## config.mk

```make
export PLATFORM = sky130hd
export DESIGN_NAME = vas_front
export DESIGN_NICKNAME = d
export VERILOG_FILES = /design/src/rtl/vas_pkg.sv /design/src/rtl/vas_front.sv
export SDC_FILE = /design/constraint.sdc
export NUM_CORES = 1
export LEC_CHECK = 0
export BUFFER_PORTS_ARGS = -buffer_cell sky130_fd_sc_hd__buf_2
export CELL_PAD_IN_SITES_DETAIL_PLACEMENT = 1
export CELL_PAD_IN_SITES_GLOBAL_PLACEMENT = 1
export CORE_ASPECT_RATIO = 0.7
export CORE_MARGIN = 4
export CORE_UTILIZATION = 40
export CTS_CLUSTER_DIAMETER = 80
export DETAILED_ROUTE_END_ITERATION = 8
export PLACE_DENSITY_LB_ADDON = 0.1
export SYNTH_ARGS = -nofsm -noshare
export SYNTH_HDL_FRONTEND = slang
export SYNTH_SLANG_ARGS = --single-unit
```

## constraint.sdc

```tcl
create_clock -name clk -period 2.5 [get_ports clk]
set_input_delay 0.5 -clock clk [delete_from_list [all_inputs] [get_ports clk]]
set_output_delay 0.5 -clock clk [all_outputs]
set_load 0.01 [all_outputs]
```

## src/rtl/vas_pkg.sv

```systemverilog
// shared types, opcodes, status and class codes for the vm alu/stack execute block
// no dependencies
package vas_pkg;

  localparam int DW             = 16;
  localparam int MEM_WORDS_DEF  = 65536;
  localparam int STACK_REG_DEF  = 15;
  localparam logic [15:0] LIMIT_RST = 16'd16;

  localparam logic [3:0] OP_IO     = 4'd0;
  localparam logic [3:0] OP_ADD    = 4'd1;
  localparam logic [3:0] OP_SUB    = 4'd2;
  localparam logic [3:0] OP_CMP    = 4'd3;
  localparam logic [3:0] OP_COPY   = 4'd4;
  localparam logic [3:0] OP_PUSH   = 4'd5;
  localparam logic [3:0] OP_POP    = 4'd6;
  localparam logic [3:0] OP_MUL    = 4'd7;
  localparam logic [3:0] OP_DIV    = 4'd8;
  localparam logic [3:0] OP_MOD    = 4'd9;
  localparam logic [3:0] OP_AND    = 4'd10;
  localparam logic [3:0] OP_OR     = 4'd11;
  localparam logic [3:0] OP_NOT    = 4'd12;
  localparam logic [3:0] OP_XOR    = 4'd13;
  localparam logic [3:0] OP_JUMP   = 4'd14;
  localparam logic [3:0] OP_PROMPT = 4'd15;

  localparam logic [2:0] ST_OK    = 3'd0;
  localparam logic [2:0] ST_RSV   = 3'd1;
  localparam logic [2:0] ST_FULL  = 3'd2;
  localparam logic [2:0] ST_EMPTY = 3'd3;
  localparam logic [2:0] ST_DIV0  = 3'd4;
  localparam logic [2:0] ST_IGN   = 3'd5;

  localparam logic [2:0] CLS_IGN  = 3'd0;
  localparam logic [2:0] CLS_PUSH = 3'd1;
  localparam logic [2:0] CLS_POP  = 3'd2;
  localparam logic [2:0] CLS_ALU  = 3'd3;
  localparam logic [2:0] CLS_DIV  = 3'd4;

  typedef struct packed {
    logic [3:0]  op;
    logic [27:0] operand_bits;
  } in_item_t;

  typedef struct packed {
    logic [15:0] write_value;
    logic        flag_zero;
    logic        flag_negative;
    logic        flag_positive;
    logic        flag_overflow;
    logic [2:0]  status;
  } out_item_t;

  typedef struct packed {
    logic [2:0] cls;
    in_item_t   item;
  } q_item_t;

  typedef struct packed {
    logic pop;
    logic clearing;
  } back_ctl_t;

endpackage

```

## src/rtl/vas_front.sv

```systemverilog
// front end: classifies instructions and holds them in a two-entry queue
// depends on vas_pkg
module vas_front import vas_pkg::*; (
  input  logic      clk,
  input  logic      rst_n,
  input  logic      start,
  input  in_item_t  in_data,
  input  back_ctl_t ctl,
  output logic      busy,
  output logic      q_valid,
  output q_item_t   q_item
);

  q_item_t    slot_r [2];
  logic       wr_ptr_r, rd_ptr_r;
  logic [1:0] cnt_r;
  logic       push, pop;
  logic [2:0] cls;

  always_comb begin
    if (in_data.op inside {OP_IO, OP_JUMP, OP_PROMPT}) cls = CLS_IGN;
    else if (in_data.op == OP_PUSH) cls = CLS_PUSH;
    else if (in_data.op == OP_POP) cls = CLS_POP;
    else if (in_data.op inside {OP_DIV, OP_MOD}) cls = CLS_DIV;
    else cls = CLS_ALU;
  end

  assign busy    = (cnt_r == 2'd2) || ctl.clearing;
  assign push    = start && !busy;
  assign q_valid = (cnt_r != 2'd0);
  assign pop     = ctl.pop && q_valid;
  assign q_item  = slot_r[rd_ptr_r];

  always_ff @(posedge clk) begin
    if (push) slot_r[wr_ptr_r] <= '{cls: cls, item: in_data};
  end

  always_ff @(posedge clk) begin
    if (!rst_n) begin
      wr_ptr_r <= 1'b0;
      rd_ptr_r <= 1'b0;
      cnt_r    <= 2'd0;
    end else begin
      if (push) wr_ptr_r <= !wr_ptr_r;
      if (pop) rd_ptr_r <= !rd_ptr_r;
      cnt_r <= cnt_r + 2'(push) - 2'(pop);
    end
  end

endmodule

```

==> impl_metrics.json, run 1 <==
{
  "ioPinCount": 74,
  "drive_above_1_share": 0.556,
  "required_ns": 2.00,
  "io_buffer_count": 73,
  "cap_viol_max_count": 0,
  "r2r_slack_ns": 0.60,
  "placed_cell_area_um2": 3420,
  "fp.coreArea_um2": 6980,
  "p_total_w": 0.00316,
  "post_cts_buffers": 0,
  "ant_nets": 0,
  "yosysWarnings": 0,
  "final_cell_count_no_fill": 326,
  "ys_seq_area_frac": 0.742,
  "cts_root_buffer": "clkbuf_8",
  "post-dp-hpwl_um": 3790,
  "grt_use_total": 0.134,
  "ys_seq_elements": 75,
  "setup_viol": 0,
  "netlist-cell-type-count": 20,
  "crit_chain": "buf_4 -> mux2_2 -> buf_2",
  "startpoint_type": "flip-flop",
  "grt_antenna_before_repair": 0,
  "syn_area_per_cell_um2": 20.7,
  "n_antenna_cell": 0,
  "syn_area_um2": 2970,
  "rsz0062_at_grt": "false",
  "netlist_instances": 143,
  "die-width_um": 111,
  "dieArea_um2": 8880,
  "cts-hold-fix-buffers": 0,
  "cp-end-kind": "output pin",
  "critPathTopFamily": "buffers and inverters",
  "path_max_fanout": 19,
  "avgViaCountPerCell": 4.65,
  "outcome": "finished, final reports clean",
  "drtIter0Drc": 68,
  "power_leakage_nw": 1.41,
  "min_path_type": "primary input to flip-flop",
  "vias": 1516,
  "die_h_um": 80.1,
  "drc_errors": 0,
  "crit_slowest_cell": "mux2_2",
  "slew_headroom": 0.672,
  "peakVddDrop_uv": 346,
  "clk_pin_slew_ns": 0.07,
  "cts_made_buffers": 9,
  "cts_sinks": 75,
  "finalCriticalPeriod_ns": 2.01,
  "hold_viol_final": 0,
  "grt_overflow": 0,
  "crit_buf_inv": 2,
  "fin_skew_ns": 0.00742,
  "fin_nets": 266,
  "htree_levels": 3,
  "finalInstanceArea_um2": 3610,
  "cts_tree": "done",
  "place_inst": 310,
  "nFillCells": 685,
  "firstDrtPassIters": 4,
  "cts-resized-gates": 0,
  "area_growth_pct": 21.6,
  "finalCritPeriodShare": 0.805,
  "clockBufferDepth": 2,
  "insertion_delay_ns": 0.33,
  "routed_wl_um": 5400,
  "fmax_ghz": 0.497,
  "cp_slowest_stage_delay_ns": 0.40,
  "maxSlewViolCount": 0,
  "cellPowerDensity_nw_per_um2": 875,
  "worstSetupPathType": "flip-flop to output pin",
  "grt_pass1_vias": 1736,
  "grt_pass1_wl_um": 8920,
  "row_count": 25,
  "worst_pin_slew_ns": 0.492,
  "wl_per_cell_um": 16.6,
  "gp_congestion": 0.629,
  "arrival_ns": 1.51,
  "start_util": 0.425,
  "grt_max_degree": 36,
  "syn_nets": 182
}
==> where the power goes <==
group | switching (W) | total, W | internal, W
registers | 0.0000373 | 0.00152 | 0.00149
logic | 0.000374 | 0.000783 | 0.000409
clock network | 0.000398 | 0.000851 | 0.000453
==> cell type report <==
cell class                 instances  area [um2]  share of cell area
clock buffer                      10         128              0.0354
clock inverter                     6        56.3              0.0156
inverter                           2        7.51             0.00208
multi-input combinational         62         701               0.194
sequential                        75        2200               0.611
tap                               94         118              0.0326
timing repair buffer              77         395               0.110
==> logic make-up (layout without fill, tap and decap cells) <==
group,Yosys count,count (layout),share of synthesized area
adders and majority gates,2,2,0.00843
muxes,36,36,0.174
buffers and inverters,6,95,0.0266
DFF,75,75,0.742
AOI/OAI and AO/OA,4,4,0.00844
and+or+nand+nor,17,17,0.0312
xor gates and xnor gates,3,3,0.00886
==> per-stage QoR <==
step | hold slack [ns] | TNS, ns | setup slack [ns] | util
after global placement | 0.497 | 0 | 0.523 | 0.491
after global routing | 0.322 | 0 | 0.391 | 0.517
after floorplan | 0.451 | -10.74 | -0.153 | -
after CTS | 0.333 | 0 | 0.446 | 0.517
final | 0.355 | 0 | 0.488 | 0.517
after detailed placement | 0.533 | 0 | 0.427 | 0.491
==> synthesized netlist by cell type <==
| master | instances | share of area |
|---|---|---|
| nand2b_1 | 3 | 0.0063 |
| xnor2_1 | 3 | 0.0089 |
| mux2i_1 | 1 | 0.0034 |
| a22oi_1 | 1 | 0.0025 |
| nor2b_1 | 2 | 0.0042 |
| mux2_4 | 30 | 0.15 |
| nand3b_1 | 1 | 0.0025 |
| ha_1 | 2 | 0.0084 |
| nor2_1 | 3 | 0.0038 |
| edfxtp_1 | 70 | 0.71 |
| dfxtp_1 | 5 | 0.034 |
| mux2_2 | 5 | 0.019 |
| o21a_1 | 1 | 0.0025 |
| nand2_1 | 3 | 0.0038 |
| or2_2 | 1 | 0.0021 |
| buf_6 | 1 | 0.0038 |
| buf_12 | 3 | 0.020 |
| o21ai_0 | 2 | 0.0034 |
| inv_1 | 2 | 0.0025 |
| and2_1 | 4 | 0.0084 |
==> flip-flops by register name, indices dropped and copies added, names as in the netlist, named ones only <==
name      flops
slot_r       70
cnt_r         2
rd_ptr_r      1
wr_ptr_r      1
==> final timing paths <==
| check | start | endpoint | depth (start not counted) |
|---|---|---|---|
| hold / removal | in_data[20] | slot_r[0][20] | 1 |
| setup / recovery | flip-flop | q_item[3] | 3 |
| hold reg to reg | wr_ptr_r | wr_ptr_r | 2 |
| setup reg to reg | cnt_r[0] | cnt_r[1] | 8 |
==> worst reg2reg max path, stage by stage, from the launching register on <==
cell      delay (ns)
dfxtp_1         0.37
nand2b_1        0.15
nand3b_1        0.27
ha_1            0.39
inv_1           0.05
ha_1            0.18
xnor2_1         0.14
xnor2_1         0.12
and2_1          0.15
==> per-layer routing <==
metal / vias to the layer above / part of all wire / routed length, um / global-route usage
li1: 712 / - / - / -
met1: 747 / 0.39 / 2130 / 0.142
met2: 49 / 0.52 / 2820 / 0.242
met3: 8 / 0.071 / 385 / 0.0587
met4: 0 / 0.011 / 61 / 0.0480
met5: - / 0 / 0 / 0
==> cell usage in the layout (no fill, tap or decap), drive strengths merged, types with 3 or more instances in the layout <==
master | Yosys | layout
and2 | 4 | 4
buf | 4 | 77
clkbuf | 0 | 10
clkinv | 0 | 5
dfxtp | 5 | 5
edfxtp | 70 | 70
mux2 | 35 | 35
nand2 | 3 | 3
nand2b | 3 | 3
nor2 | 3 | 3
xnor2 | 3 | 3
Power figures use the tool's default switching activity.
==> inputs of run 2 (changes only) <==
Clock period 2.5 ns to 1.7 ns, I/O delays scaled along.
==> run 2 against run 1 <==
  * The run now ends with setup timing left
  * Non-clock buffer count grew 9
  * Combinational power grew 120%
  * Worst setup slack lost 0.53 ns
  * Largest cell class unchanged
  * Hold slack lost 0.17 ns
  * Sequential power grew 50%
==> impl_metrics.json, run 2 (synthesis results as in run 1) <==
{
  "outcome": "finished, violations left",
  "violations": "setup timing",
  "dieArea_um2": 8880,
  "finalCritPeriodShare": 1.03,
  "crit_slowest_cell": "dfxtp_4",
  "finalCriticalPeriod_ns": 1.75,
  "crit_buf_inv": 2,
  "crit_chain": "buf_12 -> mux2_4 -> buf_6",
  "required_ns": 1.36,
  "grt_antenna_before_repair": 0,
  "avgViaCountPerCell": 4.68,
  "startpoint_type": "flip-flop",
  "placed_cell_area_um2": 3510,
  "hold_viol_final": 0,
  "worst_pin_slew_ns": 0.251,
  "finish.utilization": 0.593,
  "fin_nets": 275,
  "insertion_delay_ns": 0.34,
  "drc_errors": 0,
  "cts_sinks": 75,
  "reg.largest.list": "slot_r x70, cnt_r x2",
  "arrival_ns": 1.41,
  "htree_levels": 3,
  "ant_nets": 0,
  "grt_pass1_wl_um": 9580,
  "row_count": 25,
  "n_antenna_cell": 0,
  "cp-end-kind": "output pin",
  "gp_congestion": 0.680,
  "drive_above_1_share": 0.614,
  "cts-hold-fix-buffers": 0,
  "finalInstanceArea_um2": 4140,
  "io_buffer_count": 73,
  "p_total_w": 0.00559,
  "cp_slowest_stage_delay_ns": 0.43,
  "area_growth_pct": 39.4,
  "critPathTopFamily": "flip-flops",
  "fin_skew_ns": 0.00648,
  "drtIter0Drc": 58,
  "rsz0062_at_grt": "true",
  "cellPowerDensity_nw_per_um2": 1350,
  "setup_viol": 29,
  "start_util": 0.425,
  "peakVddDrop_uv": 700,
  "fmax_ghz": 0.573,
  "routed_wl_um": 5940,
  "power_leakage_nw": 1.60,
  "maxSlewViolCount": 0,
  "fp.coreArea_um2": 6980,
  "grt_use_total": 0.144,
  "slew_headroom": 0.833,
  "wl_per_cell_um": 17.7,
  "min_path_type": "primary input to flip-flop",
  "cts_root_buffer": "clkbuf_8",
  "path_max_fanout": 14,
  "regMostFlops": "slot_r",
  "cts_tree": "done",
  "cts_made_buffers": 9,
  "setup_slack_ns": -0.0456,
  "clk_pin_slew_ns": 0.08,
  "cap_viol_max_count": 0,
  "clockBufferDepth": 2,
  "vias": 1568,
  "die_h_um": 80.1,
  "die-width_um": 111,
  "worstSetupPathType": "flip-flop to output pin",
  "largest_register_ffs": 70,
  "grt_max_degree": 19,
  "final_common_cell": "edfxtp_1",
  "grt_pass1_vias": 1836,
  "ioPinCount": 74,
  "firstDrtPassIters": 4,
  "layout_common_cells": "70 x edfxtp_1, 38 x buf_2, 37 x buf_6, 35 x mux2_4, 9 x clkbuf_8",
  "grt_overflow": 0,
  "post-dp-hpwl_um": 4060
}
==> run 2: cell count changes in the layout (fill, tap and decap cells not counted), sizes merged <==
cell	previous run	this run
clkinv	5	3
buf	77	85
clkinvlp	0	1
bufinv	1	3
==> run 2: layout make-up <==
cell class / instances / area [um2]
inverters: 2 / 7.51
fillers: 648 / 2840
clock inverters: 7 / 116
well taps: 94 / 118
flip-flops and latches: 75 / 2210
repair buffers: 86 / 802
clock buffers: 9 / 124
multi-input cells: 62 / 759
==> run 2: what timing repair did <==
item                       CTS  global route
setup buffers                1             3
pin swaps                    2             5
gates cloned                 1             1
setup endpoints to repair   36            36
resized for setup           45            10
==> run 2: worst register-to-register path, cell delays in order (launching register included) <==
cell and delay (ns):
dfxtp_2 0.36, nand2b_4 0.13, nand3b_1 0.16, buf_4 0.19, buf_6 0.10, buf_6 0.12, nor2_4 0.14, buf_12 0.18
==> run 2: stage by stage <==
| step | std cells | setup slack, ns | setup TNS [ns] | hold slack [ns] |
|---|---|---|---|---|
| finish | 335 | -0.0456 | -0.829 | 0.184 |
| global route | 335 | -0.110 | -4.91 | 0.154 |
| CTS | 331 | -0.0693 | -1.38 | 0.163 |
| detailed placement | 313 | -0.0337 | -0.0337 | 0.531 |
| global placement | 313 | 0.0900 | 0 | 0.497 |
| floorplan | 143 | -0.289 | -20.21 | 0.439 |
==> run 2: final timing paths <==
kind / slack (ns) / start / endpoint / cells past startpoint
worst max-delay path: -0.05 / flip-flop / q_item[18] / 3
worst min-delay path: 0.18 / in_data[5] / slot_r[1][5] / 1
worst max register to register: 0.02 / cnt_r[0] / slot_r[1][3] / 7
worst min register to register: 0.54 / wr_ptr_r / wr_ptr_r / 2
==> run 2: power by group <==
group          switching [W]  internal [W]  total [W]
registers          0.0000932       0.00219    0.00228
logic               0.000656       0.00105    0.00170
clock network       0.000633      0.000971    0.00160
==> run 2: routing by layer <==
| layer | GRT usage | up-vias | wire length, um | part of all wire |
|---|---|---|---|---|
| li1 | - | 729 | - | - |
| met1 | 0.158 | 783 | 2340 | 0.39 |
| met2 | 0.252 | 50 | 3160 | 0.53 |
| met3 | 0.0602 | 6 | 394 | 0.066 |
| met4 | 0.0554 | 0 | 51 | 0.0086 |
| met5 | 0 | - | 0 | 0 |
==> inputs of run 3 (changes only) <==
Settings changed: PLACE_DENSITY set to 0.72, PLACE_DENSITY_LB_ADDON 0.1 to unset.
==> run 3 against run 2 <==
  * The run still ends with setup timing left
  * Global-route usage fell by 0.34 points
  * Worst setup slack improved by 0.022 ns
  * Design area fell by 6.4%
  * Core utilization fell by 3.8 points
  * Fmax rose by 1.3%
  * Critical path type unchanged
  * Critical endpoint is now q_item[15]
==> impl_metrics.json, run 3 (synthesis results as in run 1) <==
{
  "worstSetupPathType": "flip-flop to output pin",
  "hold_start": "in_data[27]",
  "peakVddDrop_uv": 522,
  "fin_nets": 270,
  "drc_errors": 0,
  "drive_above_1_share": 0.589,
  "crit_slowest_cell": "dfxtp_4",
  "cap_viol_max_count": 0,
  "p_seq_frac": 0.462,
  "r2r_slack_ns": 0.07,
  "power_leakage_nw": 1.50,
  "path_max_fanout": 11,
  "cts-hold-fix-buffers": 0,
  "cts_made_buffers": 9,
  "cp_slowest_stage_delay_ns": 0.40,
  "internal_power_w": 0.00359,
  "cts_tree": "done",
  "routed_wl_um": 5830,
  "fmax_ghz": 0.580,
  "layout_common_cells": "70 x edfxtp_1, 51 x buf_2, 35 x mux2_4, 22 x buf_6, 9 x clkbuf_8",
  "maxSlewViolCount": 0,
  "cts_sinks": 75,
  "firstDrtPassIters": 4,
  "dieArea_um2": 8880,
  "avgViaCountPerCell": 4.62,
  "io_buffer_count": 73,
  "crit_chain": "buf_8 -> mux2_4 -> buf_2",
  "finalCriticalPeriod_ns": 1.72,
  "holdWs_ns": 0.181,
  "switchingPower_w": 0.00134,
  "grt_use_total": 0.141,
  "startpoint_type": "flip-flop",
  "largest_register_ffs": 70,
  "insertion_delay_ns": 0.34,
  "violations": "setup timing",
  "vias": 1524,
  "r2r_start": "cnt_r[0]",
  "grt_pass1_wl_um": 9180,
  "area_growth_pct": 30.5,
  "grt_overflow": 0,
  "clkPwrFrac": 0.236,
  "clockBufferDepth": 2,
  "required_ns": 1.36,
  "htree_levels": 3,
  "cellPowerDensity_nw_per_um2": 1270,
  "fin_skew_ns": 0.00887,
  "row_count": 25,
  "placed_cell_area_um2": 3480,
  "cts_root_buffer": "clkbuf_8",
  "grt_antenna_before_repair": 0,
  "rsz0062_at_grt": "true",
  "power_frac_comb": 0.303,
  "ioPinCount": 74,
  "final_common_cell": "edfxtp_1",
  "fp.coreArea_um2": 6980,
  "setup_viol": 22,
  "start_util": 0.425,
  "post-dp-hpwl_um": 4030,
  "finalInstanceArea_um2": 3870,
  "n_antenna_cell": 0,
  "ant_nets": 0,
  "min_path_type": "primary input to flip-flop",
  "die_h_um": 80.1,
  "die-width_um": 111,
  "p_total_w": 0.00493,
  "grt_pass1_vias": 1746,
  "finalCritPeriodShare": 1.01,
  "worst_pin_slew_ns": 0.208,
  "grt_max_degree": 25,
  "wl_per_cell_um": 17.7,
  "regMostFlops": "slot_r",
  "clk_pin_slew_ns": 0.08,
  "outcome": "finished, violations left",
  "drtIter0Drc": 40,
  "gp_congestion": 0.715,
  "cp-end-kind": "output pin",
  "sw_frac_of_total": 0.272,
  "hold_viol_final": 0,
  "reg.largest.list": "slot_r x70, cnt_r x2",
  "setup_slack_ns": -0.0237,
  "arrival_ns": 1.38,
  "slew_headroom": 0.860
}
==> run 3: changes by cell type in the layout (fill, tap and decap cells not counted), sizes merged <==
cell	change
bufinv	-3
clkinv	+2
buf	-4
==> run 3: stage by stage <==
| step | setup TNS [ns] | cells | utilization | worst slack (ns) |
|---|---|---|---|---|
| floorplan | -20.21 | 143 | - | -0.289 |
| global placement | 0 | 313 | 0.500 | 0.0807 |
| detailed placement | -0.00188 | 313 | 0.500 | -0.00188 |
| CTS | -1.30 | 330 | 0.554 | -0.0619 |
| global route | -2.23 | 330 | 0.555 | -0.0878 |
| finish | -0.214 | 330 | 0.555 | -0.0237 |
==> run 3: cell type report <==
cell class | count | area (um2)
fill | 655 | 3100
sequential | 75 | 2210
multi-input combinational | 62 | 737
timing repair buffer | 81 | 628
clock buffer | 10 | 128
tap | 94 | 118
clock inverter | 6 | 42.5
inverter | 2 | 7.51
==> run 3: metal layers <==
layer	wire [um]	global-route usage	part of all wire	vias up
li1	-	-	-	721
met1	2450	0.162	0.42	747
met2	2980	0.242	0.51	48
met3	362	0.0542	0.062	8
met4	47	0.0517	0.0081	0
met5	0	0	0	-
==> run 3: power groups by stage <==
| stage | clock [W] | combinational (W) | sequential, W |
|---|---|---|---|
| 6_report | 0.00116 | 0.00149 | 0.00227 |
| 5_1_grt | 0.00130 | 0.00160 | 0.00229 |
| 4_1_cts | 0.00121 | 0.00152 | 0.00228 |
| 3_5_place_dp | 0 | 0.00124 | 0.00229 |
| 3_3_place_gp | 0 | 0.00121 | 0.00227 |
| 2_1_floorplan | 0 | 0.000887 | 0.00226 |
==> run 3: worst max-delay path: cells and delay by family (launching register included) <==
family | cells | cell delay, ns
buf+inv | 2 | 0.32
mux | 1 | 0.32
flops | 1 | 0.40
==> run 3: timing repair <==
action / in CTS / in global routing
gates cloned: 1 / 0
pin swaps: 0 / 1
buffers inserted: 0 / 0
setup endpoints to repair: 36 / 36
gates resized for setup: 35 / 2
==> run 3: final timing paths <==
kind | cells past startpoint | endpoint
setup / recovery | 3 | q_item[15]
hold / removal | 1 | slot_r[0][27]
setup reg to reg | 8 | cnt_r[1]
hold reg to reg | 2 | wr_ptr_r
